### config.mk
export PLATFORM = sky130hd
export DESIGN_NAME = pci_function_init_sequencer_top
export DESIGN_NICKNAME = d
export VERILOG_FILES = /design/src/rtl/core/pfis_pkg.sv /design/src/rtl/core/pfis_front.sv /design/src/rtl/core/pfis_queue.sv /design/src/rtl/core/pfis_back.sv /design/src/rtl/core/pci_function_init_sequencer_top.sv
export VERILOG_INCLUDE_DIRS = /design/src /design/src/rtl/core
export SDC_FILE = /design/constraint.sdc
export NUM_CORES = 1
export LEC_CHECK = 0
export ABC_CLOCK_PERIOD_IN_PS = 20600
export BUFFER_PORTS_ARGS = -buffer_cell sky130_fd_sc_hd__buf_2
export CAP_MARGIN = 20
export CORE_MARGIN = 5
export CORE_UTILIZATION = 40
export CTS_CLUSTER_SIZE = 40
export DETAILED_ROUTE_END_ITERATION = 10
export GPL_ROUTABILITY_DRIVEN = 0
export PLACE_DENSITY_LB_ADDON = 0.15
export SLEW_MARGIN = 20
export SYNTH_ARGS = -nofsm -noshare
export SYNTH_HDL_FRONTEND = slang
export SYNTH_HIERARCHICAL = 1
export SYNTH_SLANG_ARGS = --single-unit
export TNS_END_PERCENT = 10
### constraint.sdc
create_clock -name clk -period 20.6 [get_ports clk]
set_input_delay 1.03 -clock clk [delete_from_list [all_inputs] [get_ports clk]]
set_output_delay 1.03 -clock clk [all_outputs]
set_load 0.005 [all_outputs]
### src/rtl/core/assert_macros.svh
// Assertion macros used by the sequencer top level.
`ifndef ASSERT_MACROS_SVH
`define ASSERT_MACROS_SVH
`ifndef SYNTHESIS
`define ASSERT_IMPLIES(label, clk, rst_n, ante, cons) \
    label: assert property (@(posedge clk) disable iff (!rst_n) (ante) |-> (cons)) \
        else $error("assertion failed");
`define ASSERT_NEVER(label, clk, rst_n, expr) \
    label: assert property (@(posedge clk) disable iff (!rst_n) !(expr)) \
        else $error("assertion failed");
`else
`define ASSERT_IMPLIES(label, clk, rst_n, ante, cons)
`define ASSERT_NEVER(label, clk, rst_n, expr)
`endif
`endif

### src/rtl/core/pfis_pkg.sv
// Types, constants and helpers of the function bring-up sequencer.
`timescale 1ns / 1ps
package pfis_pkg;

    localparam int BAR_COUNT = 6;

    localparam logic [1:0] KIND_READ   = 2'd0;
    localparam logic [1:0] KIND_WRITE  = 2'd1;
    localparam logic [1:0] KIND_REPORT = 2'd2;
    localparam logic [1:0] KIND_FINISH = 2'd3;

    localparam logic OP_START = 1'b0;
    localparam logic OP_DATA  = 1'b1;

    localparam logic [1:0] ST_OK       = 2'd0;
    localparam logic [1:0] ST_NOT_EP   = 2'd1;
    localparam logic [1:0] ST_NOT_32   = 2'd2;
    localparam logic [1:0] ST_BAD_BAR  = 2'd3;

    localparam logic [7:0] OFF_HDR = 8'h0E;
    localparam logic [7:0] OFF_CMD = 8'h04;
    localparam logic [7:0] OFF_IRQ = 8'h3C;
    localparam logic [7:0] OFF_BAR0 = 8'h10;

    typedef enum logic [8:0] {
        PH_IDLE    = 9'b000000001,
        PH_HDR     = 9'b000000010,
        PH_CMD     = 9'b000000100,
        PH_BAR     = 9'b000001000,
        PH_ONES    = 9'b000010000,
        PH_SIZE    = 9'b000100000,
        PH_RESTORE = 9'b001000000,
        PH_IRQ     = 9'b010000000,
        PH_FAIL    = 9'b100000000
    } phase_t;

    typedef struct packed {
        logic [1:0]  kind;
        logic [31:0] config_address;
        logic [31:0] write_data;
        logic [2:0]  bar_index;
        logic        bar_is_memory;
        logic [31:0] bar_base;
        logic [31:0] bar_size;
        logic [1:0]  status;
        logic        last;
    } res_t;

    // One accepted input item expands into zero to three result beats.
    typedef struct packed {
        logic [1:0]      cnt;
        res_t [2:0]      item;
    } rec_t;

    typedef struct packed {
        logic full;
        logic empty;
    } q_stat_t;

    function automatic logic [31:0] cfg_addr(input logic [7:0] bus, input logic [4:0] dev,
                                             input logic [2:0] fn, input logic [7:0] off);
        cfg_addr = {1'b1, 7'd0, bus, dev, fn, off[7:2], 2'b00};
    endfunction

    function automatic logic [7:0] bar_off(input logic [2:0] idx);
        bar_off = OFF_BAR0 + {3'd0, idx, 2'b00};
    endfunction

    function automatic res_t mk_req(input logic [1:0] kind, input logic [31:0] addr,
                                    input logic [31:0] wdata);
        res_t r;
        r = '0;
        r.kind = kind;
        r.config_address = addr;
        r.write_data = wdata;
        mk_req = r;
    endfunction

    function automatic res_t mk_report(input logic [2:0] idx, input logic mem,
                                       input logic [31:0] base, input logic [31:0] size);
        res_t r;
        r = '0;
        r.kind = KIND_REPORT;
        r.bar_index = idx;
        r.bar_is_memory = mem;
        r.bar_base = base;
        r.bar_size = size;
        mk_report = r;
    endfunction

    function automatic res_t mk_finish(input logic [1:0] st);
        res_t r;
        r = '0;
        r.kind = KIND_FINISH;
        r.status = st;
        r.last = 1'b1;
        mk_finish = r;
    endfunction

endpackage

### src/rtl/core/pfis_front.sv
// Front end: accepts items, steps the bring-up sequence and builds result records.
`timescale 1ns / 1ps
module pfis_front
    import pfis_pkg::*;
(
    input  logic        clk,
    input  logic        rst_n,
    input  logic        accept,
    input  logic        opcode,
    input  logic [7:0]  bus_number,
    input  logic [4:0]  device_number,
    input  logic [2:0]  function_number,
    input  logic [31:0] read_data,
    input  logic        cfg_we,
    input  logic [7:0]  cfg_data,
    output logic        push,
    output rec_t        rec
);

    phase_t      phase_reg, phase_next;
    logic [7:0]  bus_reg, bus_next;
    logic [4:0]  dev_reg, dev_next;
    logic [2:0]  fn_reg, fn_next;
    logic [2:0]  bar_reg, bar_next;
    logic [31:0] orig_reg, orig_next;
    logic [31:0] sized_reg, sized_next;
    logic [1:0]  fail_reg, fail_next;
    logic [7:0]  irq_reg;

    logic [2:0]  nb;
    logic [31:0] cur_bar_addr;
    logic [31:0] cmd_addr;
    logic [31:0] base;
    res_t        nb_req;
    phase_t      nb_phase;

    always_comb
    begin
        nb = bar_reg + 3'd1;
        cur_bar_addr = cfg_addr(bus_reg, dev_reg, fn_reg, bar_off(bar_reg));
        cmd_addr = cfg_addr(bus_reg, dev_reg, fn_reg, OFF_CMD);
        base = orig_reg & 32'hFFFFFFF0;
        if (32'(nb) < BAR_COUNT)
        begin
            nb_phase = PH_BAR;
            nb_req = mk_req(KIND_READ, cfg_addr(bus_reg, dev_reg, fn_reg, bar_off(nb)), '0);
        end
        else
        begin
            nb_phase = PH_IRQ;
            nb_req = mk_req(KIND_READ, cfg_addr(bus_reg, dev_reg, fn_reg, OFF_IRQ), '0);
        end
    end

    always_comb
    begin
        phase_next = phase_reg;
        bus_next = bus_reg;
        dev_next = dev_reg;
        fn_next = fn_reg;
        bar_next = bar_reg;
        orig_next = orig_reg;
        sized_next = sized_reg;
        fail_next = fail_reg;
        rec = '0;
        if (opcode == OP_START)
        begin
            bus_next = bus_number;
            dev_next = device_number;
            fn_next = function_number;
            bar_next = '0;
            fail_next = ST_OK;
            phase_next = PH_HDR;
            rec.cnt = 2'd1;
            rec.item[0] = mk_req(KIND_READ,
                cfg_addr(bus_number, device_number, function_number, OFF_HDR), '0);
        end
        else
        begin
            case (phase_reg)
                PH_HDR:
                begin
                    rec.cnt = 2'd1;
                    rec.item[0] = mk_req(KIND_READ, cmd_addr, '0);
                    if (read_data[22:16] != 7'd0)
                    begin
                        fail_next = ST_NOT_EP;
                        phase_next = PH_FAIL;
                    end
                    else
                        phase_next = PH_CMD;
                end
                PH_CMD:
                begin
                    rec.cnt = 2'd2;
                    rec.item[0] = mk_req(KIND_WRITE, cmd_addr,
                                         {read_data[31:16], 16'h0007});
                    bar_next = '0;
                    phase_next = PH_BAR;
                    rec.item[1] = mk_req(KIND_READ,
                        cfg_addr(bus_reg, dev_reg, fn_reg, OFF_BAR0), '0);
                end
                PH_BAR:
                begin
                    orig_next = read_data;
                    if (read_data[0])
                    begin
                        rec.cnt = 2'd2;
                        rec.item[0] = mk_report(bar_reg, 1'b0,
                                                read_data & 32'hFFFFFFFC, '0);
                        rec.item[1] = nb_req;
                        bar_next = nb;
                        phase_next = nb_phase;
                    end
                    else if (read_data[2:1] != 2'd0)
                    begin
                        rec.cnt = 2'd1;
                        rec.item[0] = mk_req(KIND_READ, cmd_addr, '0);
                        fail_next = ST_NOT_32;
                        phase_next = PH_FAIL;
                    end
                    else
                    begin
                        rec.cnt = 2'd1;
                        rec.item[0] = mk_req(KIND_READ, cur_bar_addr, '0);
                        phase_next = PH_ONES;
                    end
                end
                PH_ONES:
                begin
                    rec.cnt = 2'd2;
                    rec.item[0] = mk_req(KIND_WRITE, cur_bar_addr, 32'hFFFFFFFF);
                    rec.item[1] = mk_req(KIND_READ, cur_bar_addr, '0);
                    phase_next = PH_SIZE;
                end
                PH_SIZE:
                begin
                    sized_next = 32'd0 - (read_data & 32'hFFFFFFF0);
                    rec.cnt = 2'd1;
                    rec.item[0] = mk_req(KIND_READ, cur_bar_addr, '0);
                    phase_next = PH_RESTORE;
                end
                PH_RESTORE:
                begin
                    rec.item[0] = mk_req(KIND_WRITE, cur_bar_addr, orig_reg);
                    // A zero base with a nonzero size cannot be decoded.
                    if (base == 32'd0 && sized_reg != 32'd0)
                    begin
                        rec.cnt = 2'd2;
                        rec.item[1] = mk_req(KIND_READ, cmd_addr, '0);
                        fail_next = ST_BAD_BAR;
                        phase_next = PH_FAIL;
                    end
                    else
                    begin
                        rec.cnt = 2'd3;
                        rec.item[1] = mk_report(bar_reg, 1'b1, base, sized_reg);
                        rec.item[2] = nb_req;
                        bar_next = nb;
                        phase_next = nb_phase;
                    end
                end
                PH_IRQ:
                begin
                    rec.cnt = 2'd2;
                    rec.item[0] = mk_req(KIND_WRITE,
                        cfg_addr(bus_reg, dev_reg, fn_reg, OFF_IRQ),
                        {read_data[31:8], irq_reg});
                    rec.item[1] = mk_finish(ST_OK);
                    phase_next = PH_IDLE;
                end
                PH_FAIL:
                begin
                    rec.cnt = 2'd2;
                    rec.item[0] = mk_req(KIND_WRITE, cmd_addr,
                                         {read_data[31:16], 16'h0200});
                    rec.item[1] = mk_finish(fail_reg);
                    phase_next = PH_IDLE;
                end
                default:
                begin
                    rec.cnt = 2'd0;
                end
            endcase
        end
    end

    assign push = accept && (rec.cnt != 2'd0);

    always_ff @(posedge clk or negedge rst_n)
    begin
        if (!rst_n)
        begin
            phase_reg <= PH_IDLE;
            bus_reg <= '0;
            dev_reg <= '0;
            fn_reg <= '0;
            bar_reg <= '0;
            orig_reg <= '0;
            sized_reg <= '0;
            fail_reg <= '0;
            irq_reg <= 8'd11;
        end
        else
        begin
            if (accept)
            begin
                phase_reg <= phase_next;
                bus_reg <= bus_next;
                dev_reg <= dev_next;
                fn_reg <= fn_next;
                bar_reg <= bar_next;
                orig_reg <= orig_next;
                sized_reg <= sized_next;
                fail_reg <= fail_next;
            end
            if (cfg_we)
                irq_reg <= cfg_data;
        end
    end

endmodule

### src/rtl/core/pfis_queue.sv
// Two-entry queue of result records between the front and back ends.
`timescale 1ns / 1ps
module pfis_queue
    import pfis_pkg::*;
(
    input  logic    clk,
    input  logic    rst_n,
    input  logic    push,
    input  rec_t    wr_rec,
    input  logic    pop,
    output rec_t    rd_rec,
    output q_stat_t stat
);

    rec_t       mem [2];
    logic       wr_ptr_reg, rd_ptr_reg;
    logic [1:0] count_reg;

    assign stat.full = (count_reg == 2'd2);
    assign stat.empty = (count_reg == 2'd0);
    assign rd_rec = mem[rd_ptr_reg];

    always_ff @(posedge clk)
    begin
        if (push)
            mem[wr_ptr_reg] <= wr_rec;
    end

    always_ff @(posedge clk or negedge rst_n)
    begin
        if (!rst_n)
        begin
            wr_ptr_reg <= 1'b0;
            rd_ptr_reg <= 1'b0;
            count_reg <= 2'd0;
        end
        else
        begin
            if (push)
                wr_ptr_reg <= ~wr_ptr_reg;
            if (pop)
                rd_ptr_reg <= ~rd_ptr_reg;
            count_reg <= count_reg + {1'b0, push} - {1'b0, pop};
        end
    end

endmodule

### src/rtl/core/pfis_back.sv
// Back end: walks the beats of each queued record into the output register.
`timescale 1ns / 1ps
module pfis_back
    import pfis_pkg::*;
(
    input  logic clk,
    input  logic rst_n,
    input  rec_t head,
    input  logic q_empty,
    output logic pop,
    input  logic out_ready,
    output logic out_valid,
    output res_t out_item
);

    logic [1:0] idx_reg;
    logic       valid_reg;
    res_t       item_reg;
    logic       load;

    assign load = !q_empty && (!valid_reg || out_ready);
    assign pop = load && (idx_reg == head.cnt - 2'd1);
    assign out_valid = valid_reg;
    assign out_item = item_reg;

    always_ff @(posedge clk)
    begin
        if (load)
            item_reg <= head.item[idx_reg];
    end

    always_ff @(posedge clk or negedge rst_n)
    begin
        if (!rst_n)
        begin
            idx_reg <= 2'd0;
            valid_reg <= 1'b0;
        end
        else
        begin
            if (load)
                valid_reg <= 1'b1;
            else if (out_ready)
                valid_reg <= 1'b0;
            if (pop)
                idx_reg <= 2'd0;
            else if (load)
                idx_reg <= idx_reg + 2'd1;
        end
    end

endmodule

### src/rtl/core/pci_function_init_sequencer_top.sv
// Bring-up sequencer for one PCI function over configuration mechanism one.
// Accepts one input beat per cycle whenever the two-entry record queue has room;
// each beat yields zero to three output beats, sent from the output register
// one per cycle while m_tready is high, so a stalled output stalls input once
// the queue is full. Configuration writes are taken every cycle.
`timescale 1ns / 1ps
`include "assert_macros.svh"
module pci_function_init_sequencer_top
    import pfis_pkg::*;
(
    input  logic         clk,
    input  logic         rst_n,
    input  logic         s_tvalid,
    output logic         s_tready,
    // bus_number[7:0], device_number[12:8], function_number[15:13], read_data[47:16]
    input  logic [47:0]  s_tdata,
    // opcode[0]
    input  logic         s_tuser,
    output logic         m_tvalid,
    input  logic         m_tready,
    // config_address[31:0], write_data[63:32], bar_index[66:64], bar_is_memory[67],
    // bar_base[99:68], bar_size[131:100], status[133:132], zero[135:134]
    output logic [135:0] m_tdata,
    // kind[1:0]
    output logic [1:0]   m_tuser,
    output logic         m_tlast,
    input  logic         cfg_valid,
    output logic         cfg_ready,
    input  logic [7:0]   cfg_data
);

    logic    accept, push, pop;
    rec_t    wr_rec, rd_rec;
    q_stat_t qs;
    res_t    item;

    assign s_tready = !qs.full;
    assign accept = s_tvalid && s_tready;
    assign cfg_ready = 1'b1;

    pfis_front u_front (
        .clk(clk), .rst_n(rst_n), .accept(accept),
        .opcode(s_tuser), .bus_number(s_tdata[7:0]), .device_number(s_tdata[12:8]),
        .function_number(s_tdata[15:13]), .read_data(s_tdata[47:16]),
        .cfg_we(cfg_valid && cfg_ready), .cfg_data(cfg_data),
        .push(push), .rec(wr_rec)
    );

    pfis_queue u_queue (
        .clk(clk), .rst_n(rst_n), .push(push), .wr_rec(wr_rec),
        .pop(pop), .rd_rec(rd_rec), .stat(qs)
    );

    pfis_back u_back (
        .clk(clk), .rst_n(rst_n), .head(rd_rec), .q_empty(qs.empty), .pop(pop),
        .out_ready(m_tready), .out_valid(m_tvalid), .out_item(item)
    );

    assign m_tdata = {2'b00, item.status, item.bar_size, item.bar_base, item.bar_is_memory,
                      item.bar_index, item.write_data, item.config_address};
    assign m_tuser = item.kind;
    assign m_tlast = item.last;

    `ASSERT_IMPLIES(a_last_is_finish, clk, rst_n, m_tvalid && m_tlast, m_tuser == KIND_FINISH)
    `ASSERT_IMPLIES(a_push_has_room, clk, rst_n, push, !qs.full)
    `ASSERT_NEVER(a_queue_flags, clk, rst_n, qs.full && qs.empty)
    `ASSERT_IMPLIES(a_pop_nonempty, clk, rst_n, pop, !qs.empty && rd_rec.cnt != 2'd0)

endmodule
After elaboration in Yosys (flattened, before gate mapping) --
Memories as Yosys holds them, arrays and structs flattened. Cells that the tools add are included.
Storage, ports and cells: register bits after elaboration 246, bits in writable memories 826, input bits 62, logic and storage cells 122, memories kept 1
Memory list:
- u_queue.mem | depth 2, width 413, rd ports 1, clocked after memory_dff 0, write ports 1, line pfis_queue.sv:15 | rec_t mem [2];
Operators by class: $add $sub $neg 8, order comparisons 2, equal/unequal tests 19, multiplexer cells 40, bitwise logic cells 3, reductions and logical operators 26
Operator list (number):
- 137-bit case mux with 8 select lines | 1
- 137-bit case mux with 6 select lines | 1
- 137-bit 2-to-1 mux | 5
- 137-bit binary-select mux with 2-bit select | 1
- 274-bit 2-to-1 mux | 1
- 135-bit 2-to-1 mux | 2
- 111-bit 2-to-1 mux | 2
- 9-bit case mux with 7 select lines | 1
- 9-bit 2-to-1 mux | 5
- 32-bit logical NOT | 1
- 32-bit nonzero test | 1
- 1-bit by 32-bit subtractor with 32-bit output (first input constant) | 1
- 2-bit 2-to-1 mux | 9
- 5-bit by 5-bit adder with 6-bit output (first input constant) | 2
- 9-bit by 2-bit equality test with 1-bit output (second input constant) | 1
- 9-bit by 3-bit equality test with 1-bit output (second input constant) | 1
- 9-bit by 4-bit equality test with 1-bit output (second input constant) | 1
- 9-bit by 5-bit equality test with 1-bit output (second input constant) | 1
- 9-bit by 6-bit equality test with 1-bit output (second input constant) | 1
- 9-bit by 7-bit equality test with 1-bit output (second input constant) | 1
- 9-bit by 8-bit equality test with 1-bit output (second input constant) | 1
- 9-bit equality test (second input constant) | 1
- 3-bit 2-to-1 mux | 3
- 3-bit by 2-bit inequality test with 1-bit output (second input constant) | 3
- 30 further kinds | 51

Depth between registers and ports, before layout --
word-level depth 9, mapped depth 10, gate-level depth less buffers 9

Cells and area by module --
The synthesis kept the hierarchy.
Modules (own cells, without submodules):
- pfis_queue | times used 1, cells an instance 1300, area an instance 30137.7 sq um, sequential area each 24903.9 sq um
- pfis_front | times used 1, cells an instance 985, area an instance 8264.2 sq um, sequential area each 2457.4 sq um
- pfis_back | times used 1, cells an instance 615, area an instance 7235.7 sq um, sequential area each 4189.0 sq um
- pci_function_init_sequencer_top | times used 1, cells an instance 7, area an instance 40.0 sq um, sequential area each 0.0 sq um

Least setup slack after synthesis --
Ideal clock, no wire load.
kind register -> register, start point register u_front.phase_reg[7], end point memory u_queue/mem[0][0] in the netlist's numbering, enable pin, library setup time 1.247 ns, arrival 20.080 ns, setup slack -0.727 ns, cell stages (with the launch flop) 8, buffers on the path 1, cell sequence dfrtp_1 > or3_1 > buf_2 > or4_4 > a21oi_2 > o31ai_2 > inv_1 > nor2b_1
Between the ends: word-level cells in the longest chain between the ends 8
Ends and longest elaborated chain:
- start: declaration | line pfis_front.sv:20 | phase_t phase_reg, phase_next;
- start signal: assignment | line pfis_front.sv:208 | phase_reg <= phase_next;
- 9-bit by 3-bit equality test with 1-bit output (tied with other cells) | line pfis_front.sv:80 | case (phase_reg)
- 4-bit OR reduction (no line) or 2-bit OR reduction (tied branches)
- 2-bit case mux with 4 select lines * | line pfis_front.sv:80
- 2-bit 2-to-1 mux * | line pfis_front.sv:66 | if (opcode == OP_START)
- 2-bit nonzero test * | line pfis_front.sv:188 | assign push = accept && (rec.cnt != 2'd0);
- 1-bit logical AND * | line pfis_front.sv:188
- via push | line pci_function_init_sequencer_top.sv:32 | logic accept, push, pop;
- 1-bit 2-to-1 mux * | line pfis_queue.sv:25 | if (push)
- 1-bit 2-to-1 mux (implied by the code) * | line pfis_queue.sv:26 | mem[wr_ptr_reg] <= wr_rec;
- end: declaration | line pfis_queue.sv:15
Mark *: on every way through the listed nets, which the timed path passes. The rest lies on a longest branch.

==> metrics.txt <==
Syn Area/Cell=15.7 µm²; Simple-Gate Fraction of Synth Area=5.82%; top cells by count, synth=963 x edfxtp_1, 471 x mux2_2, 229 x buf_4, 188 x nand2_1, 141 x mux2i_1; first-pass GRT wire length=152000 µm; Core Area=0.114 mm²; DR pass1 iterations=5; via count=23.4k; Hold WC Path Type=input pin to asynchronous set/reset pin; total CTS buffers=113; CP max FO=171; number of antenna violations at the first check in global routing=17; Detailed Place HPWL=61500 µm; Critical Path AT=6.13 ns; worst vdd ir=89.0 µV; die width=348 µm; Worst EP required=20.99 ns; Largest stage delay, worst path=0.81 ns; Non-Filler Instances=4703; placed cell count=4482; post_cts resized=0; final worst-path cycle share=27.9%; Logic pwr share=26.1%; DRC viols=0; drt initial violations=1524; wire per inst=21.6 µm; final hold vios=0; min cycle time layout=5.75 ns; DIE AREA=0.121 mm²; Flop pwr share=45.3%; Clock Power Share=28.6%; H-tree levels=3; Synth Area in Compound Gates=3.45%; hold_buf cts=0; nets=3153; P_leak=0.0187 µW; Fin Hold WS=0.292 ns; post-synthesis mux area share=14.7%; grt total ovfl=0; cells along the critical path=nor4_1, nand3b_1, and2_1, a31oi_4, o31ai_2, inv_1, nor2b_4, buf_12, buf_4, buf_12; count leader, synth=edfxtp_1; pwr dens=142 mW/mm²; family with the most delay on the worst path=simple AND/OR/NAND/NOR gates; flop and latch count out of synthesis=1068; Max Cap Violations=0; largest buffer count on any clock path=3; wirelength, routed=101000 µm; post-route setup TNS=0 ns; initial core utilization=40.1%; switching part of the total power=29.8%; Post-Syn Instances=2907; Final setup violation count=0; Cell Area, Synth=0.0457 mm²; Slew HR=26.4%; CTS tree=done; Max Clk Rate=174 MHz; CP max-delay cell=nor2b_4; Clock Skew=0.0287 ns; most used cell, CP=buf_12; cell taking the most area after synthesis=edfxtp_1; Post-synth top flop=edfxtp_1; Distinct cells, synth=65; Worst-path clk slew=0.06 ns; number of global-route vias before repair=24.5k; clock root buffer=clkbuf_16; Slew @ Worst Pin=1.10 ns; adder-cell share of the synthesized area=0.110%; crit end category=register; Int Pwr=5070 µW; Post-synth EDFFs=963; total track usage=16.3%; Die H=348 µm; share of layout cells above drive strength 1=28.9%; Synth area leaders=edfxtp_1 63%, mux2_2 12%, dfrtp_1 5.5%, buf_4 3.8%, mux2i_1 3.1%; top cell type's share of synthesized area=63.3%; max-slew violations=0; post-route ant nets=0; Ys Warns=6; sequential cell area fraction in the yosys report=69.1%; max reg flops=826; area grow syn2layout=11.3%; Synth Area in XOR/XNOR=0.627%; Crit Path Category=register to register; vias per cell=4.98; CTS sink count=1068; Setup Buffers After CTS=0; worst-skew pair later-pin latency=0.69 ns; ys async rst share=9.83%; Crit path buffers/inverters=4; largest net degree at the start of global routing=172; largest family of logic cells by synthesized area=multiplexers; # rows=124; IO buf count=200; CP startpoint kind=register; RSZ-0062 raised after global routing=false; run status=finished, final reports clean; P_sw=2150 µW; Top Ports=204
==> kinds of logic after synthesis <==
logic type | after synthesis
muxes | 612
adders and majority gates | 4
other | 3
and+or+nand+nor | 526
xor gates and xnor gates | 31
DFF | 1068
AOI/OAI and AO/OA | 266
buffers and inverters | 397
==> routing by layer <==
| metal | global-route usage [%] | share of wire, % |
|---|---|---|
| met1 | 21.3 | 42 |
| met2 | 28.2 | 50 |
| met3 | 2.70 | 4.8 |
| met4 | 4.70 | 2.6 |
| met5 | 0 | 0 |
==> final timing paths <==
kind                            slack [ns]                     to             startpoint  depth (start not counted)
worst max-delay path                 14.85    u_queue/mem[0][404]   u_front/phase_reg[5]                         10
worst min-delay path                  0.29     u_front/dev_reg[2]                  rst_n                          1
worst max register to register       14.85    u_queue/mem[0][404]   u_front/phase_reg[5]                         10
worst min register to register        0.51  u_front/sized_reg[30]  u_front/sized_reg[30]                          2
max in group asynchronous            19.12  u_front/sized_reg[29]                  rst_n                          2
min in group clk                      0.51  u_front/sized_reg[30]  u_front/sized_reg[30]                          2
==> placed cells by master (no fill, tap or decap), types with 14 or more instances in the layout <==
cell type,instances
a31o_2,17
clkbuf_16,114
edfxtp_1,963
clkbuf_1,22
nor2_1,85
nor2b_1,25
mux2_2,471
nor4_1,22
nand2_1,188
dfrtp_1,98
o21ai_1,42
mux2i_1,141
bufinv_16,14
clkinv_2,20
buf_4,26
clkinv_1,25
nor3_1,19
o21ai_0,130
a21oi_1,30
xor2_1,23
conb_1,219
and3_1,112
and2_1,21
buf_2,198
==> worst reg2reg max path, cell delays in order, from the launching register on <==
cell	delay [ns]
dfrtp_1	0.45
nor4_1	0.65
nand3b_1	0.38
and2_1	0.53
a31oi_4	0.34
o31ai_2	0.18
inv_1	0.25
nor2b_4	0.81
buf_12	0.72
buf_4	0.77
buf_12	0.33
==> power groups by stage <==
| stage | clock [µW] | combinational (µW) | sequential (µW) |
|---|---|---|---|
| 6_report | 2070 | 1880 | 3270 |
| 3_5_place_dp | 0 | 1940 | 3320 |
| 3_3_place_gp | 0 | 1920 | 3300 |
| 2_1_floorplan | 0 | 1410 | 3410 |
| 5_1_grt | 2220 | 2070 | 3320 |
| 4_1_cts | 2130 | 1950 | 3280 |
==> metrics by stage <==
stage / worst slack (ns) / area, µm² / utilization (%) / total power, µW
2_1_floorplan: 7.25 / 46500 / - / 4820
3_3_place_gp: 14.82 / 46900 / 41.2 / 5220
3_5_place_dp: 14.70 / 46900 / 41.2 / 5260
4_1_cts: 14.68 / 50800 / 44.6 / 7360
5_1_grt: 14.48 / 50800 / 44.6 / 7600
6_report: 14.85 / 50800 / 44.6 / 7220
==> layout make-up <==
cell class                      count  area, µm²
Tap cell                         1512       1890
Clock inverter                     67        751
Inverter                           14       57.6
Antenna cell                        5       12.5
Fill cell                       10203      63100
Sequential cell                  1068      31600
Multi-Input combinational cell   1658      12100
Clock buffer                      147       3090
Timing Repair Buffer              232       1330
Note: power is estimated with default switching activity, not from simulation.
